## src/asm_pkg.sv

```systemverilog
// ---------------------------------------------------------------------------
// asm_pkg: shared definitions for the advertising record service matcher
// Record kinds, service identifiers, register map and reset values.
// ---------------------------------------------------------------------------
package asm_pkg;

  // Configuration port geometry: five registers of up to 64 bits at 8*i.
  localparam int CFG_ADDR_W = 6;
  localparam int CFG_DATA_W = 64;
  localparam int CFG_IDX_LSB = 3;

  // Register indexes.
  localparam logic [2:0] REG_UUID_LOW    = 3'd0;
  localparam logic [2:0] REG_UUID_HIGH   = 3'd1;
  localparam logic [2:0] REG_LOCAL_ADDR  = 3'd2;
  localparam logic [2:0] REG_NORMAL_MODE = 3'd3;
  localparam logic [2:0] REG_RSSI_FLOOR  = 3'd4;

  // Register reset values.
  localparam logic              NORMAL_MODE_RST = 1'b1;
  localparam logic signed [7:0] RSSI_FLOOR_RST  = -8'sd85;

  // Record kinds that carry service identifiers.
  localparam logic [7:0] KIND_UUID16       = 8'h03;
  localparam logic [7:0] KIND_UUID128_PART = 8'h06;
  localparam logic [7:0] KIND_UUID128_FULL = 8'h07;

  // 16-bit service identifiers, in payload byte order.
  localparam logic [7:0] PEER_SVC_B0 = 8'h6F;
  localparam logic [7:0] PEER_SVC_B1 = 8'hFD;
  localparam logic [7:0] HOT_SVC_B0  = 8'h19;
  localparam logic [7:0] HOT_SVC_B1  = 8'hC0;

  // Byte offsets within a record (offset 1 is the kind byte).
  localparam logic [7:0] OFS_KIND      = 8'd1;
  localparam logic [7:0] OFS_DATA0     = 8'd2;
  localparam logic [7:0] OFS_DATA1     = 8'd3;
  localparam logic [7:0] OFS_UUID_LAST = 8'd17;

  // Position from which bytes are no longer parsed.
  localparam logic [7:0] POS_LIMIT = 8'hFF;

  // Match codes.
  localparam logic [1:0] CODE_NONE    = 2'd0;
  localparam logic [1:0] CODE_PEER    = 2'd1;
  localparam logic [1:0] CODE_HOTSPOT = 2'd2;

endpackage

```

## src/asm_in_if.sv

```systemverilog
// ---------------------------------------------------------------------------
// asm_in_if: input byte channel
// Valid/ready channel carrying one advertising payload byte per transaction.
// ---------------------------------------------------------------------------
interface asm_in_if;
  logic              valid;
  logic              ready;
  logic [7:0]        data_byte;
  logic              last_byte;
  logic signed [7:0] rssi;
  logic [47:0]       peer_addr;

  modport source (output valid, output data_byte, output last_byte, output rssi,
                  output peer_addr, input ready);
  modport sink (input valid, input data_byte, input last_byte, input rssi,
                input peer_addr, output ready);
endinterface

```

## src/asm_out_if.sv

```systemverilog
// ---------------------------------------------------------------------------
// asm_out_if: match result channel
// Valid/ready channel carrying one match result per packet.
// ---------------------------------------------------------------------------
interface asm_out_if;
  logic       valid;
  logic       ready;
  logic [1:0] match_code;
  logic       hotspot_seen;

  modport source (output valid, output match_code, output hotspot_seen, input ready);
  modport sink (input valid, input match_code, input hotspot_seen, output ready);
endinterface

```

## src/adv_record_service_matcher.sv

```systemverilog
// ---------------------------------------------------------------------------
// adv_record_service_matcher: advertising record service matcher
// Walks the length/kind records of a streamed advertising packet and reports
// one match code and hotspot flag per packet.
// ---------------------------------------------------------------------------
// The block takes one payload byte per clock cycle, back to back, with no
// gaps needed between bytes or packets. Each byte updates the record parser
// in the cycle it is accepted; the result of a packet is registered into the
// output stage as its last byte is accepted. Results leave through a two-entry
// output stage (output register plus skid register), so input bytes keep
// flowing while one result waits to be taken; input stalls only when both
// entries hold results. Configuration is to be written by the user through
// the APB port while the block is idle (not enforced); registers sit at byte address 8*i.
module adv_record_service_matcher (
  input  logic                              clk,
  input  logic                              rst_n,
  asm_in_if.sink                            in_chan,
  asm_out_if.source                         out_chan,
  input  logic                              psel,
  input  logic                              penable,
  input  logic                              pwrite,
  input  logic [asm_pkg::CFG_ADDR_W-1:0]    paddr,
  input  logic [asm_pkg::CFG_DATA_W-1:0]    pwdata,
  output logic [asm_pkg::CFG_DATA_W-1:0]    prdata,
  output logic                              pready
);
  import asm_pkg::*;

  // Configuration registers.
  logic [63:0]       uuid_low_r;
  logic [63:0]       uuid_high_r;
  logic [47:0]       local_addr_r;
  logic              normal_mode_r;
  logic signed [7:0] rssi_floor_r;

  // Parser state.
  logic [7:0] next_record_start_r, next_record_start_nxt;
  logic [7:0] byte_position_r, byte_position_nxt;
  logic [7:0] record_offset_r, record_offset_nxt;
  logic [7:0] record_kind_r, record_kind_nxt;
  logic [7:0] first_uuid_byte_r, first_uuid_byte_nxt;
  logic       uuid_equal_so_far_r, uuid_equal_so_far_nxt;
  logic [1:0] running_code_r, running_code_nxt;
  logic       hotspot_flag_r, hotspot_flag_nxt;

  // Output stage.
  logic       out_valid_r;
  logic [1:0] out_code_r;
  logic       out_hot_r;
  logic       skid_valid_r;
  logic [1:0] skid_code_r;
  logic       skid_hot_r;

  logic             in_ready;
  logic             in_acc;
  logic             push;
  logic             pop;
  logic             cfg_wr;
  logic [2:0]       cfg_idx;
  logic [127:0]     uuid128;
  logic             rule_code;
  logic [1:0]       res_code;
  logic             res_hot;

  assign pready  = 1'b1;
  assign cfg_wr  = psel && penable && pwrite;
  assign cfg_idx = paddr[CFG_ADDR_W-1:CFG_IDX_LSB];

  assign in_ready      = !skid_valid_r;
  assign in_chan.ready = in_ready;
  assign in_acc        = in_chan.valid && in_ready;
  assign push          = in_acc && in_chan.last_byte;
  assign pop           = out_valid_r && out_chan.ready;

  assign out_chan.valid        = out_valid_r;
  assign out_chan.match_code   = out_code_r;
  assign out_chan.hotspot_seen = out_hot_r;

  assign uuid128   = {uuid_high_r, uuid_low_r};
  // In calibration mode every candidate record is accepted.
  assign rule_code = !normal_mode_r || (local_addr_r[31:0] < in_chan.peer_addr[31:0]);

  // Register read back.
  always_comb begin
    prdata = '0;
    unique case (cfg_idx)
      REG_UUID_LOW:    prdata = uuid_low_r;
      REG_UUID_HIGH:   prdata = uuid_high_r;
      REG_LOCAL_ADDR:  prdata = {16'd0, local_addr_r};
      REG_NORMAL_MODE: prdata = {63'd0, normal_mode_r};
      REG_RSSI_FLOOR:  prdata = {56'd0, rssi_floor_r};
      default:         prdata = '0;
    endcase
  end

  // Per-byte record parser.
  always_comb begin
    logic [7:0] b;
    logic [8:0] rec_end;
    logic [7:0] off_inc;
    logic [3:0] uidx;
    logic       eq_new;

    b       = in_chan.data_byte;
    rec_end = {1'b0, byte_position_r} + {1'b0, b} + 9'd1;
    off_inc = (record_offset_r != POS_LIMIT) ? record_offset_r + 8'd1 : record_offset_r;
    uidx    = off_inc[3:0] - OFS_DATA0[3:0];
    eq_new  = uuid_equal_so_far_r && (b == uuid128[{uidx, 3'b000} +: 8]);

    next_record_start_nxt = next_record_start_r;
    byte_position_nxt     = byte_position_r;
    record_offset_nxt     = record_offset_r;
    record_kind_nxt       = record_kind_r;
    first_uuid_byte_nxt   = first_uuid_byte_r;
    uuid_equal_so_far_nxt = uuid_equal_so_far_r;
    running_code_nxt      = running_code_r;
    hotspot_flag_nxt      = hotspot_flag_r;

    if (in_acc && (byte_position_r != POS_LIMIT)) begin
      if (byte_position_r == next_record_start_r) begin
        // Length byte: opens a new record.
        next_record_start_nxt = rec_end[8] ? POS_LIMIT : rec_end[7:0];
        record_offset_nxt     = '0;
        record_kind_nxt       = '0;
        uuid_equal_so_far_nxt = 1'b1;
      end else begin
        record_offset_nxt = off_inc;
        if (off_inc == OFS_KIND) begin
          record_kind_nxt = b;
        end else if (record_kind_r == KIND_UUID16) begin
          if (off_inc == OFS_DATA0) begin
            first_uuid_byte_nxt = b;
          end else if (off_inc == OFS_DATA1) begin
            if (first_uuid_byte_r == PEER_SVC_B0 && b == PEER_SVC_B1) begin
              running_code_nxt = rule_code ? CODE_PEER : CODE_NONE;
            end
            if (first_uuid_byte_r == HOT_SVC_B0 && b == HOT_SVC_B1) begin
              running_code_nxt = CODE_HOTSPOT;
              hotspot_flag_nxt = 1'b1;
            end
          end
        end else if (record_kind_r == KIND_UUID128_PART ||
                     record_kind_r == KIND_UUID128_FULL) begin
          if (off_inc >= OFS_DATA0 && off_inc <= OFS_UUID_LAST) begin
            uuid_equal_so_far_nxt = eq_new;
            if (off_inc == OFS_UUID_LAST && eq_new) begin
              running_code_nxt = rule_code ? CODE_PEER : CODE_NONE;
            end
          end
        end
      end
      byte_position_nxt = byte_position_r + 8'd1;
    end

    // A weak packet reports nothing.
    if (in_chan.rssi < rssi_floor_r) begin
      res_code = CODE_NONE;
      res_hot  = 1'b0;
    end else begin
      res_code = running_code_nxt;
      res_hot  = hotspot_flag_nxt;
    end

    if (push) begin
      next_record_start_nxt = '0;
      byte_position_nxt     = '0;
      record_offset_nxt     = '0;
      record_kind_nxt       = '0;
      first_uuid_byte_nxt   = '0;
      uuid_equal_so_far_nxt = 1'b1;
      running_code_nxt      = CODE_NONE;
      hotspot_flag_nxt      = 1'b0;
    end
  end

  always_ff @(posedge clk) begin
    if (!rst_n) begin
      uuid_low_r    <= '0;
      uuid_high_r   <= '0;
      local_addr_r  <= '0;
      normal_mode_r <= NORMAL_MODE_RST;
      rssi_floor_r  <= RSSI_FLOOR_RST;
    end else if (cfg_wr) begin
      unique case (cfg_idx)
        REG_UUID_LOW:    uuid_low_r    <= pwdata;
        REG_UUID_HIGH:   uuid_high_r   <= pwdata;
        REG_LOCAL_ADDR:  local_addr_r  <= pwdata[47:0];
        REG_NORMAL_MODE: normal_mode_r <= pwdata[0];
        REG_RSSI_FLOOR:  rssi_floor_r  <= pwdata[7:0];
        default: ;
      endcase
    end
  end

  always_ff @(posedge clk) begin
    if (!rst_n) begin
      next_record_start_r <= '0;
      byte_position_r     <= '0;
      record_offset_r     <= '0;
      record_kind_r       <= '0;
      first_uuid_byte_r   <= '0;
      uuid_equal_so_far_r <= 1'b1;
      running_code_r      <= CODE_NONE;
      hotspot_flag_r      <= 1'b0;
    end else begin
      next_record_start_r <= next_record_start_nxt;
      byte_position_r     <= byte_position_nxt;
      record_offset_r     <= record_offset_nxt;
      record_kind_r       <= record_kind_nxt;
      first_uuid_byte_r   <= first_uuid_byte_nxt;
      uuid_equal_so_far_r <= uuid_equal_so_far_nxt;
      running_code_r      <= running_code_nxt;
      hotspot_flag_r      <= hotspot_flag_nxt;
    end
  end

  // Two-entry output stage; the skid entry only fills while the output
  // register is held by the sink.
  always_ff @(posedge clk) begin
    if (!rst_n) begin
      out_valid_r  <= 1'b0;
      skid_valid_r <= 1'b0;
    end else begin
      if (!out_valid_r || pop) begin
        if (skid_valid_r) begin
          out_valid_r  <= 1'b1;
          skid_valid_r <= 1'b0;
        end else begin
          out_valid_r <= push;
        end
      end else if (push) begin
        skid_valid_r <= 1'b1;
      end
    end
  end

  always_ff @(posedge clk) begin
    if (!out_valid_r || pop) begin
      if (skid_valid_r) begin
        out_code_r <= skid_code_r;
        out_hot_r  <= skid_hot_r;
      end else if (push) begin
        out_code_r <= res_code;
        out_hot_r  <= res_hot;
      end
    end else if (push) begin
      skid_code_r <= res_code;
      skid_hot_r  <= res_hot;
    end
  end

`ifndef ASSERT_OFF
  // The skid entry is only ever occupied behind a full output register.
  a_skid_behind_out: assert property (@(posedge clk) disable iff (!rst_n)
    skid_valid_r |-> out_valid_r)
    else $error("skid entry valid while output register empty");

  // A result arriving while the output is held must land in the skid entry.
  a_push_to_skid: assert property (@(posedge clk) disable iff (!rst_n)
    (push && out_valid_r && !out_chan.ready) |=> skid_valid_r)
    else $error("result lost while output stalled");

  // The end of a packet clears the parser.
  a_packet_clear: assert property (@(posedge clk) disable iff (!rst_n)
    push |=> (byte_position_r == '0 && running_code_r == CODE_NONE && !hotspot_flag_r))
    else $error("parser state not cleared after last byte");

  // The parser never runs past the start of the next record.
  a_pos_order: assert property (@(posedge clk) disable iff (!rst_n)
    byte_position_r <= next_record_start_r)
    else $error("byte position passed next record start");
`endif

endmodule
```

## src/flat_wrapper.sv

```systemverilog
// flat-port wrapper written by rule: the top's interface ports become plain ports
module adv_record_service_matcher_flat import asm_pkg::*;
  (clk, rst_n, psel, penable, pwrite, paddr, pwdata, prdata, pready, in_chan_valid, in_chan_data_byte, in_chan_last_byte, in_chan_rssi, in_chan_peer_addr, in_chan_ready, out_chan_valid, out_chan_match_code, out_chan_hotspot_seen, out_chan_ready);
  asm_in_if in_chan_i ();
  asm_out_if out_chan_i ();
  input  logic clk;
  input  logic rst_n;
  input  logic psel;
  input  logic penable;
  input  logic pwrite;
  input  logic [asm_pkg::CFG_ADDR_W-1:0] paddr;
  input  logic [asm_pkg::CFG_DATA_W-1:0] pwdata;
  output logic [asm_pkg::CFG_DATA_W-1:0] prdata;
  output logic pready;
  input wire logic [$bits(in_chan_i.valid)-1:0] in_chan_valid;
  input wire logic [$bits(in_chan_i.data_byte)-1:0] in_chan_data_byte;
  input wire logic [$bits(in_chan_i.last_byte)-1:0] in_chan_last_byte;
  input wire logic [$bits(in_chan_i.rssi)-1:0] in_chan_rssi;
  input wire logic [$bits(in_chan_i.peer_addr)-1:0] in_chan_peer_addr;
  output wire logic [$bits(in_chan_i.ready)-1:0] in_chan_ready;
  output wire logic [$bits(out_chan_i.valid)-1:0] out_chan_valid;
  output wire logic [$bits(out_chan_i.match_code)-1:0] out_chan_match_code;
  output wire logic [$bits(out_chan_i.hotspot_seen)-1:0] out_chan_hotspot_seen;
  input wire logic [$bits(out_chan_i.ready)-1:0] out_chan_ready;
  assign in_chan_i.valid = in_chan_valid;
  assign in_chan_i.data_byte = in_chan_data_byte;
  assign in_chan_i.last_byte = in_chan_last_byte;
  assign in_chan_i.rssi = in_chan_rssi;
  assign in_chan_i.peer_addr = in_chan_peer_addr;
  assign in_chan_ready = in_chan_i.ready;
  assign out_chan_valid = out_chan_i.valid;
  assign out_chan_match_code = out_chan_i.match_code;
  assign out_chan_hotspot_seen = out_chan_i.hotspot_seen;
  assign out_chan_i.ready = out_chan_ready;
  adv_record_service_matcher u_core (.clk(clk), .rst_n(rst_n), .in_chan(in_chan_i), .out_chan(out_chan_i), .psel(psel), .penable(penable), .pwrite(pwrite), .paddr(paddr), .pwdata(pwdata), .prdata(prdata), .pready(pready));
endmodule
```

## config.mk

```make
export PLATFORM = sky130hd
export DESIGN_NAME = adv_record_service_matcher_flat
export DESIGN_NICKNAME = d
export VERILOG_FILES = /design/src/asm_pkg.sv /design/src/asm_in_if.sv /design/src/asm_out_if.sv /design/src/adv_record_service_matcher.sv /design/src/flat_wrapper.sv
export SDC_FILE = /design/constraint.sdc
export NUM_CORES = 1
export LEC_CHECK = 0
export BUFFER_PORTS_ARGS = -buffer_cell sky130_fd_sc_hd__buf_2
export CAP_MARGIN = 20
export CORE_MARGIN = 2
export CORE_UTILIZATION = 62
export CTS_BUF_LIST = sky130_fd_sc_hd__clkbuf_4
export CTS_CLUSTER_SIZE = 16
export DETAILED_ROUTE_END_ITERATION = 16
export PLACE_DENSITY = 0.94
export SETUP_SLACK_MARGIN = 0.02
export SYNTH_ARGS = -nofsm -noshare
export SYNTH_HDL_FRONTEND = slang
export SYNTH_SLANG_ARGS = --single-unit
```

## constraint.sdc

```tcl
create_clock -name clk -period 6.7 [get_ports clk]
set_input_delay 1.005 -clock clk [delete_from_list [all_inputs] [get_ports clk]]
set_output_delay 1.005 -clock clk [all_outputs]
set_load 0.1 [all_outputs]
```

==> results.py, run 1 <==
metrics = {
    "status": {
        "status": "complete, no violations",
    },
    "routing": {
        "drc_errors": 0,
        "drt_iter0_markers": 1978,
        "ant_nets": 0,
        "vias": 14500,
        "routed_wl_um": 45700,
        "dr.pass1.iters": 6,
        "routedWlPerCell_um": 20.5,
        "viasPerCell": 6.50,
    },
    "critical_path": {
        "critPathCaptureType": "register",
        "crit_family": "simple AND/OR/NAND/NOR gates",
        "r2r-start": "u_core.record_offset_r[0]",
        "cp_max_fo": 32,
        "worstPathCellList": "ha_2 -> nand3_2 -> nor2_2 -> nor3_1 -> a211oi_1 -> mux2i_1 -> nand4b_1 -> a2111o_1 -> nor3_4 -> o21bai_2 -> a22o_1",
        "cp_num_buf_inv": 0,
        "rrSetupSlack_ps": 2230,
        "critPathKind": "register to register",
        "required_ps": 7160,
        "crit_end": "u_core.out_chan.match_code[1]",
        "worstPathArrival_ps": 4930,
        "cp_slowest_cell": "nor2_2",
        "max_stage_delay_ps": 750,
        "r2r-end": "u_core.out_chan.match_code[1]",
        "crit_path_start": "u_core.record_offset_r[0]",
        "startpoint_type": "register",
        "worst-path-stages": 11,
        "r2r_cells": 11,
    },
    "logic_synthesis": {
        "yosysSeqAreaShare": 0.340,
        "synth_top_area_cell": "dfxtp_1",
        "syn_area_per_cell_um2": 8.00,
        "ys_ff_latch": 237,
        "synth_edf_count": 6,
        "yosysWarnings": 0,
        "synth_top_area_frac": 0.328,
        "syn_area_um2": 14100,
        "yosys-top-cells-area": "dfxtp_1 33%, nand2_1 11%, a21boi_0 9.5%",
        "syn_nets": 1955,
        "yosys_most_used_dff": "dfxtp_1",
        "ys_async_sr_fraction": 0,
        "synth_cell_type_count": 90,
        "postSynthCellCount": 1764,
    },
    "clocking": {
        "cts_hold_buf": 0,
        "clock_sinks": 237,
        "htree_levels": 2,
        "numCtsBuffers": 59,
        "postCtsSetupRepairBufs": 0,
        "clock_latency_ps": 750,
        "ctsResizeCount": 0,
        "cts_tree": "yes",
        "clk_pin_slew_ps": 70,
        "cts_root_buffer": "clkbuf_4",
        "clockBufferDepth": 3,
    },
    "timing": {
        "finalMaxSlewViolations": 0,
        "tightestPinTransition_ps": 1150,
        "hold_violations": 0,
        "clock-skew-final_ps": 63.8,
        "finalSetupViolCount": 0,
        "maxSlewHeadroom": 0.233,
        "finalCritPeriodShare": 0.668,
        "period_needed_ps": 4470,
        "grt_setup_unrepaired": "no",
        "final.setup.tns_ps": 0,
        "fmax_mhz": 224,
    },
    "die": {
        "ios": 212,
        "die_h_um": 155,
        "rows": 55,
        "die_w_um": 155,
        "initial_core_util": 0.627,
        "coreArea_um2": 22500,
        "die_area_um2": 24000,
    },
    "placement": {
        "hpwlAfterDp_um": 31000,
        "io_buffers": 191,
        "postPlaceCellArea_um2": 15000,
        "globalplace.congestion": 0.967,
    },
    "power": {
        "leakage_nw": 6.41,
        "power_density_nw_per_um2": 220,
        "peakVddDrop_mv": 0.139,
    },
    "worst_hold_path": {
        "hp-class": "register to register",
    },
    "grt": {
        "grt_max_degree": 134,
        "antenna_found_initial": 1,
        "grt_pass1_wl_um": 71000,
        "gr-total-overflow": 0,
        "grt_pass1_vias": 13700,
        "grt_usage": 0.368,
    },
    "layout": {
        "mostFrequentLayoutCells": "396 x nand2_1, 230 x dfxtp_1, 190 x buf_2, 178 x a21boi_0, 146 x nor2_1",
        "final_common_cell": "nand2_1",
        "multi_input_area_um2": 8520,
        "drive_above_1_share": 0.191,
        "fin_nets": 2096,
        "final_area_um2": 15700,
        "regArea_um2": 4810,
        "fillerInstances": 1586,
        "syn_to_final_growth_pct": 11.5,
        "final_util": 0.700,
    },
    "flow_run": {
        "maxCapViolCount": 0,
    },
}
[report_power, final]
part	internal [mW]	switching, mW
Sequential	1.45	0.0451
Combinational	0.298	0.488
Clock	0.583	0.605
Total	2.33	1.14
[state kept, by name (all words and copies together) (netlist names), 2 cells and up]
register	count
u_core.record_offset_r	8
u_core.out_chan.match_code	2
u_core.uuid_low_r	64
u_core.uuid_high_r	64
u_core.running_code_r	2
u_core.local_addr_r	48
u_core.next_record_start_r	8
u_core.skid_code_r	2
u_core.record_kind_r	8
u_core.byte_position_r	8
u_core.rssi_floor_r	8
u_core.first_uuid_byte_r	8
[cell families after synthesis]
logic type | after synthesis | synth area share
flip-flops | 237 | 0.340
XOR/XNOR | 30 | 0.0207
buffers and inverters | 187 | 0.0581
adder cells (fa/ha/maj) | 49 | 0.0440
other | 1 | 0.000266
AND/OR/NAND/NOR | 691 | 0.211
AO/OA/AOI/OAI | 458 | 0.227
multiplexers | 111 | 0.0989
[layer usage]
metal	GRT usage	share of wire
met4	0.178	0.047
met1	0.465	0.37
met3	0.0827	0.12
met5	0	0
met2	0.599	0.47
[cell usage after synthesis, types with 4 or more instances]
| library cell | n |
|---|---|
| nand4_1 | 19 |
| and3_1 | 9 |
| a21boi_0 | 178 |
| o21ai_1 | 6 |
| dfxtp_1 | 231 |
| buf_1 | 12 |
| nand2b_1 | 7 |
| xnor2_1 | 10 |
| o31ai_1 | 4 |
| xor2_1 | 18 |
| a22oi_1 | 9 |
| nor3_1 | 22 |
| nand2_1 | 398 |
| a21oi_1 | 96 |
| o22ai_1 | 6 |
| inv_1 | 56 |
| mux2i_1 | 81 |
| nor2b_1 | 14 |
| o21ai_0 | 40 |
| or3_1 | 7 |
| o2111ai_1 | 5 |
| o211ai_1 | 11 |
| o21bai_1 | 7 |
| buf_2 | 14 |
| mux4_2 | 22 |
| clkbuf_1 | 88 |
| a21o_1 | 23 |
| nor2_1 | 146 |
| ha_1 | 48 |
| and2_1 | 7 |
| nand3_1 | 25 |
| o221a_2 | 4 |
| a31oi_1 | 8 |
| buf_4 | 12 |
| nor4_1 | 10 |
| edfxtp_1 | 6 |
| a211oi_1 | 6 |
| a22o_1 | 18 |
| mux2_2 | 8 |
[final cells by class]
type,count,area share
clock inverter,12,0.00445
antenna,2,0.000318
multi-input combinational,1340,0.541
sequential,237,0.305
clock buffer,85,0.0405
tap,285,0.0226
timing repair buffer,211,0.0719
inverter,56,0.0134
[metrics by stage]
| stage | hold WS [ps] | setup slack [ps] | cells | power [mW] |
|---|---|---|---|---|
| floorplan | 443 | 1680 | 1764 | 2.10 |
| global placement | 453 | 2300 | 2126 | 2.26 |
| detailed placement | 460 | 2270 | 2126 | 2.28 |
| CTS | 470 | 2260 | 2223 | 3.45 |
| global route | 489 | 2050 | 2227 | 3.60 |
| finish | 470 | 2230 | 2228 | 3.47 |
[how the worst min path moves through the flow]
stage / cells past startpoint / slack, ps / end / startpoint
global route: 2 / 490 / u_core.local_addr_r[37] / u_core.local_addr_r[37]
global placement: 2 / 450 / u_core.local_addr_r[44] / u_core.local_addr_r[44]
detailed placement: 2 / 460 / u_core.local_addr_r[36] / u_core.local_addr_r[36]
finish: 2 / 470 / u_core.local_addr_r[37] / u_core.local_addr_r[37]
floorplan: 2 / 440 / u_core.local_addr_r[32] / u_core.local_addr_r[32]
CTS: 2 / 470 / u_core.local_addr_r[37] / u_core.local_addr_r[37]
[worst register-to-register path: stages, from the launching register on]
cell      delay (ps)
dfxtp_4          630
ha_2             440
nand3_2          460
nor2_2           750
nor3_1           160
a211oi_1         320
mux2i_1          230
nand4b_1         120
a2111o_1         460
nor3_4           320
o21bai_2         130
a22o_1           200
(Power assumes the default switching activity.)
==> run 2: changes to the inputs <==
--- a/config.mk
+++ b/config.mk
@@ -8,11 +8,11 @@
 export BUFFER_PORTS_ARGS = -buffer_cell sky130_fd_sc_hd__buf_2
 export CAP_MARGIN = 20
 export CORE_MARGIN = 2
-export CORE_UTILIZATION = 62
+export CORE_UTILIZATION = 54
 export CTS_BUF_LIST = sky130_fd_sc_hd__clkbuf_4
 export CTS_CLUSTER_SIZE = 16
 export DETAILED_ROUTE_END_ITERATION = 16
-export PLACE_DENSITY = 0.94
+export PLACE_DENSITY = 0.87
 export SETUP_SLACK_MARGIN = 0.02
 export SYNTH_ARGS = -nofsm -noshare
 export SYNTH_HDL_FRONTEND = slang
==> constraint.sdc (replaced) <==
create_clock -name clk -period 3.88 [get_ports clk]
set_input_delay 0.582 -clock clk [delete_from_list [all_inputs] [get_ports clk]]
set_output_delay 0.582 -clock clk [all_outputs]
set_load 0.1 [all_outputs]
==> results.py, run 2 (synthesized netlist as in run 1, its figures left out) <==
metrics = {
    "timing": {
        "period_needed_ps": 3630,
        "hold_ws_ps": 152,
        "finalCritPeriodShare": 0.936,
        "finalSetupViolCount": 0,
        "finalMaxSlewViolations": 0,
        "tightestPinTransition_ps": 956,
        "hold_violations": 0,
        "grt_setup_unrepaired": "no",
        "clock-skew-final_ps": 65.6,
        "maxSlewHeadroom": 0.363,
        "final.setup.tns_ps": 0,
        "fmax_mhz": 275,
    },
    "layout": {
        "syn_to_final_growth_pct": 17.7,
        "largest_registers": "u_core.uuid_high_r x64, u_core.uuid_low_r x64, u_core.local_addr_r x48",
        "fin_cells": 2320,
        "final_util": 0.643,
        "fin_nets": 2131,
        "drive_above_1_share": 0.210,
        "mostFrequentLayoutCells": "396 x nand2_1, 230 x dfxtp_1, 178 x a21boi_0, 163 x buf_2, 146 x nor2_1",
        "final_common_cell": "nand2_1",
    },
    "grt": {
        "grt_max_degree": 157,
        "grt_pass1_vias": 13700,
        "grt_pass1_wl_um": 73800,
        "gr-total-overflow": 0,
        "grt_usage": 0.331,
        "antenna_found_initial": 2,
    },
    "critical_path": {
        "required_ps": 4290,
        "cp_max_fo": 17,
        "cp_num_buf_inv": 1,
        "crit_family": "simple AND/OR/NAND/NOR gates",
        "worstPathArrival_ps": 4040,
        "max_stage_delay_ps": 540,
        "worstPathCellList": "ha_2 -> buf_4 -> mux4_2 -> nand2_1 -> a31oi_1 -> xor2_1 -> nor4b_1 -> o32a_1 -> nand4_1 -> nor3_4 -> o21bai_2 -> a22o_1",
        "cp_slowest_cell": "mux4_2",
        "startpoint_type": "register",
        "critPathCaptureType": "register",
        "critPathKind": "register to register",
    },
    "flow_run": {
        "maxCapViolCount": 0,
    },
    "clocking": {
        "clock_sinks": 237,
        "cts_hold_buf": 0,
        "ctsResizeCount": 0,
        "clk_pin_slew_ps": 60,
        "clock_latency_ps": 690,
        "htree_levels": 3,
        "cts_tree": "yes",
        "numCtsBuffers": 66,
        "cts_root_buffer": "clkbuf_4",
        "postCtsSetupRepairBufs": 0,
        "clockBufferDepth": 3,
    },
    "power": {
        "power_density_nw_per_um2": 385,
        "peakVddDrop_mv": 0.285,
        "leakage_nw": 6.72,
    },
    "routing": {
        "vias": 14100,
        "wl_met1_um": 18500,
        "drc_errors": 0,
        "drt_iter0_markers": 1501,
        "routed_wl_um": 46600,
        "wl_met2_um": 22000,
        "ant_nets": 0,
        "routedWlPerCell_um": 20.1,
        "dr.pass1.iters": 5,
        "wl_met3_um": 4570,
        "routed.top_layer": "met4",
        "viasPerCell": 6.06,
    },
    "placement": {
        "globalplace.congestion": 0.957,
        "io_buffers": 191,
        "place_inst": 2207,
        "hpwlAfterDp_um": 33300,
    },
    "die": {
        "ios": 212,
        "die_area_um2": 27500,
        "die_w_um": 166,
        "die_h_um": 166,
        "initial_core_util": 0.546,
        "rows": 59,
        "coreArea_um2": 25800,
    },
    "worst_hold_path": {
        "hp-class": "primary input to register",
    },
    "status": {
        "status": "complete, no violations",
    },
}
==> run 2: metal layers <==
layer,GRT usage,vias up
met5,0,-
met4,0.126,0
met3,0.0638,132
met2,0.543,801
met1,0.433,6620
li1,-,6511
==> run 2: final timing paths <==
path | to | cells past startpoint | slack [ps] | from
setup / recovery | u_core.out_chan.match_code[1] | 12 | 250 | u_core.record_offset_r[0]
setup reg to reg | u_core.out_chan.match_code[1] | 12 | 250 | u_core.record_offset_r[0]
hold / removal | u_core.uuid_high_r[49] | 3 | 150 | pwdata[49]
hold reg to reg | u_core.local_addr_r[39] | 2 | 470 | u_core.local_addr_r[39]
==> run 2: metrics by stage <==
stage               power, mW  worst slack [ps]  area (µm²)
floorplan                3.62              26.6       14100
global placement         4.02               294       15700
detailed placement       4.03               310       15700
CTS                      6.41               262       16600
global route             6.68              65.5       16600
finish                   6.40               248       16600
==> run 2: power breakdown <==
part	leakage [nW]	switching [mW]	total (mW)	internal [mW]
clock	0.517	1.10	2.40	1.30
sequential	1.92	0.0481	2.55	2.50
combinational	4.28	0.882	1.45	0.573
total	6.72	2.03	6.40	4.37
==> run 2: area by class of cell <==
type                    instances  area [µm²]
multi-input cells            1340        8520
inverters                      56         210
clock inverters                13         130
well taps                     335         419
clock buffers                  98         736
fillers                      2155        9220
diodes                          2        5.00
flip-flops and latches        237        4810
repair buffers                239        1790
==> run 2: worst min-delay path: stages <==
cell and delay [ps]:
buf_2 110, nand2_1 40, a21boi_0 60
==> run 3: changes to the inputs <==
--- a/config.mk
+++ b/config.mk
@@ -8,11 +8,11 @@
 export BUFFER_PORTS_ARGS = -buffer_cell sky130_fd_sc_hd__buf_2
 export CAP_MARGIN = 20
 export CORE_MARGIN = 2
-export CORE_UTILIZATION = 54
+export CORE_UTILIZATION = 30
 export CTS_BUF_LIST = sky130_fd_sc_hd__clkbuf_4
 export CTS_CLUSTER_SIZE = 16
 export DETAILED_ROUTE_END_ITERATION = 16
-export PLACE_DENSITY = 0.87
+export PLACE_DENSITY = 0.57
 export SETUP_SLACK_MARGIN = 0.02
 export SYNTH_ARGS = -nofsm -noshare
 export SYNTH_HDL_FRONTEND = slang
==> results.py, run 3 (synthesized netlist as in run 1, its figures left out) <==
metrics = {
    "timing": {
        "final.setup.tns_ps": 0,
        "period_needed_ps": 3730,
        "fmax_mhz": 268,
        "finalMaxSlewViolations": 0,
        "clock-skew-final_ps": 73.0,
        "finalCritPeriodShare": 0.960,
        "finalSetupViolCount": 0,
        "tightestPinTransition_ps": 927,
        "grt_setup_unrepaired": "no",
        "hold_violations": 0,
        "maxSlewHeadroom": 0.380,
    },
    "grt": {
        "grt_pass1_wl_um": 79800,
        "grt_pass1_vias": 13500,
        "gr-total-overflow": 0,
        "grt_usage": 0.208,
        "antenna_found_initial": 2,
        "grt_max_degree": 189,
    },
    "placement": {
        "io_buffers": 191,
        "globalplace.congestion": 0.883,
        "hpwlAfterDp_um": 37300,
    },
    "worst_hold_path": {
        "hold_end": "u_core.uuid_high_r[58]",
        "hold_depth": 3,
        "hp-class": "primary input to register",
        "min_from": "pwdata[58]",
    },
    "die": {
        "die_w_um": 221,
        "coreArea_um2": 46500,
        "die_h_um": 221,
        "initial_core_util": 0.304,
        "ios": 212,
        "rows": 79,
        "die_area_um2": 48800,
    },
    "routing": {
        "viasPerCell": 5.24,
        "routedWlPerCell_um": 19.8,
        "dr.pass1.iters": 7,
        "ant_nets": 0,
        "routed_wl_um": 52300,
        "vias": 13800,
        "drt_iter0_markers": 1220,
        "drc_errors": 0,
    },
    "critical_path": {
        "startpoint_type": "register",
        "r2r-end": "u_core.out_chan.match_code[1]",
        "worstPathArrival_ps": 4230,
        "cp_max_fo": 8,
        "required_ps": 4380,
        "critPathCaptureType": "register",
        "r2r_cells": 11,
        "critPathKind": "register to register",
        "rrSetupSlack_ps": 150,
        "r2r-start": "u_core.record_offset_r[0]",
    },
    "status": {
        "status": "complete, no violations",
    },
    "layout": {
        "final_common_cell": "nand2_1",
        "largest_registers": "u_core.uuid_high_r x64, u_core.uuid_low_r x64, u_core.local_addr_r x48",
        "fin_nets": 2162,
        "fillerInstances": 4849,
        "drive_above_1_share": 0.216,
        "mostFrequentLayoutCells": "396 x nand2_1, 230 x dfxtp_1, 178 x a21boi_0, 146 x nor2_1, 128 x buf_2",
        "syn_to_final_growth_pct": 26.4,
        "final_util": 0.384,
    },
    "clocking": {
        "clock_sinks": 237,
        "numCtsBuffers": 72,
        "cts_root_buffer": "clkbuf_4",
        "postCtsSetupRepairBufs": 0,
        "clock_latency_ps": 820,
        "cts_tree": "yes",
        "htree_levels": 3,
        "clockBufferDepth": 3,
        "clk_pin_slew_ps": 60,
    },
    "flow_run": {
        "maxCapViolCount": 0,
    },
    "power": {
        "peakVddDrop_mv": 0.205,
        "leakage_nw": 6.98,
        "power_density_nw_per_um2": 376,
    },
}
==> run 3: cell types whose count changed in the layout (fill, tap and decap cells not counted), sizes merged <==
| cell | delta |
|---|---|
| clkinv | +4 |
| dlygate4sd3 | +19 |
| clkbuf | +13 |
| buf | +6 |
| diode | +2 |
| inv | -1 |
| clkinvlp | +2 |
==> run 3: cell type report <==
| class | count | area (µm²) | area share |
|---|---|---|---|
| Inverter | 56 | 210 | 0.0118 |
| Antenna cell | 4 | 10.0 | 0.000561 |
| Multi-Input combinational cell | 1340 | 8520 | 0.478 |
| Sequential cell | 237 | 4810 | 0.269 |
| Clock inverter | 18 | 144 | 0.00806 |
| Clock buffer | 111 | 833 | 0.0467 |
| Timing Repair Buffer | 264 | 2560 | 0.143 |
| Tap cell | 607 | 759 | 0.0426 |
==> run 3: per-stage QoR <==
step | hold WS [ps] | area [µm²] | setup slack (ps) | power [mW] | instances
CTS | 0.0440 | 17800 | 197 | 6.77 | 2633
finish | 58.0 | 17800 | 155 | 6.71 | 2637
floorplan | 443 | 14100 | 26.6 | 3.62 | 1764
detailed placement | 464 | 16700 | 268 | 4.12 | 2485
global placement | 452 | 16700 | 265 | 4.11 | 2485
global route | 26.7 | 17800 | 25.6 | 7.07 | 2636
==> run 3: routing by layer <==
layer	wire length (µm)	track usage	vias to the layer above
li1	-	-	6598
met1	23000	0.274	6691
met2	24800	0.342	463
met3	3200	0.0373	71
met4	1190	0.0678	0
met5	0	0	-
==> run 3: what timing repair did <==
item | 4_1_cts | 5_1_grt
hold buffers | 19 | 0
endpoints found under the hold margin | 41 | 0
resized for setup | 0 | 0
==> run 3: critical path, cell delays in order (launching register included) <==
cell	delay, ps
dfxtp_4	350
ha_2	440
xnor3_2	450
a21oi_1	420
a32oi_1	160
mux2i_1	180
nor4b_1	320
o32a_1	250
nand4_1	210
nor3_4	320
o21bai_2	130
a22o_1	210
==> run 3: worst max-delay path by stage <==
stage | start | to | slack, ps | depth (start not counted)
after floorplan | paddr[4] | prdata[15] | 30 | 7
after global placement | u_core.record_offset_r[0] | u_core.out_chan.match_code[1] | 260 | 12
after detailed placement | u_core.record_offset_r[0] | u_core.out_chan.match_code[1] | 270 | 12
after CTS | u_core.record_offset_r[0] | u_core.out_chan.match_code[1] | 200 | 12
after global routing | u_core.record_offset_r[0] | u_core.out_chan.match_code[1] | 30 | 11
final | u_core.record_offset_r[0] | u_core.out_chan.match_code[1] | 150 | 11
==> run 3: report_power, final <==
| part | switching, mW | total (mW) | internal [mW] |
|---|---|---|---|
| Combinational | 0.924 | 1.54 | 0.616 |
| Clock | 1.17 | 2.61 | 1.44 |
| Sequential | 0.0483 | 2.55 | 2.50 |
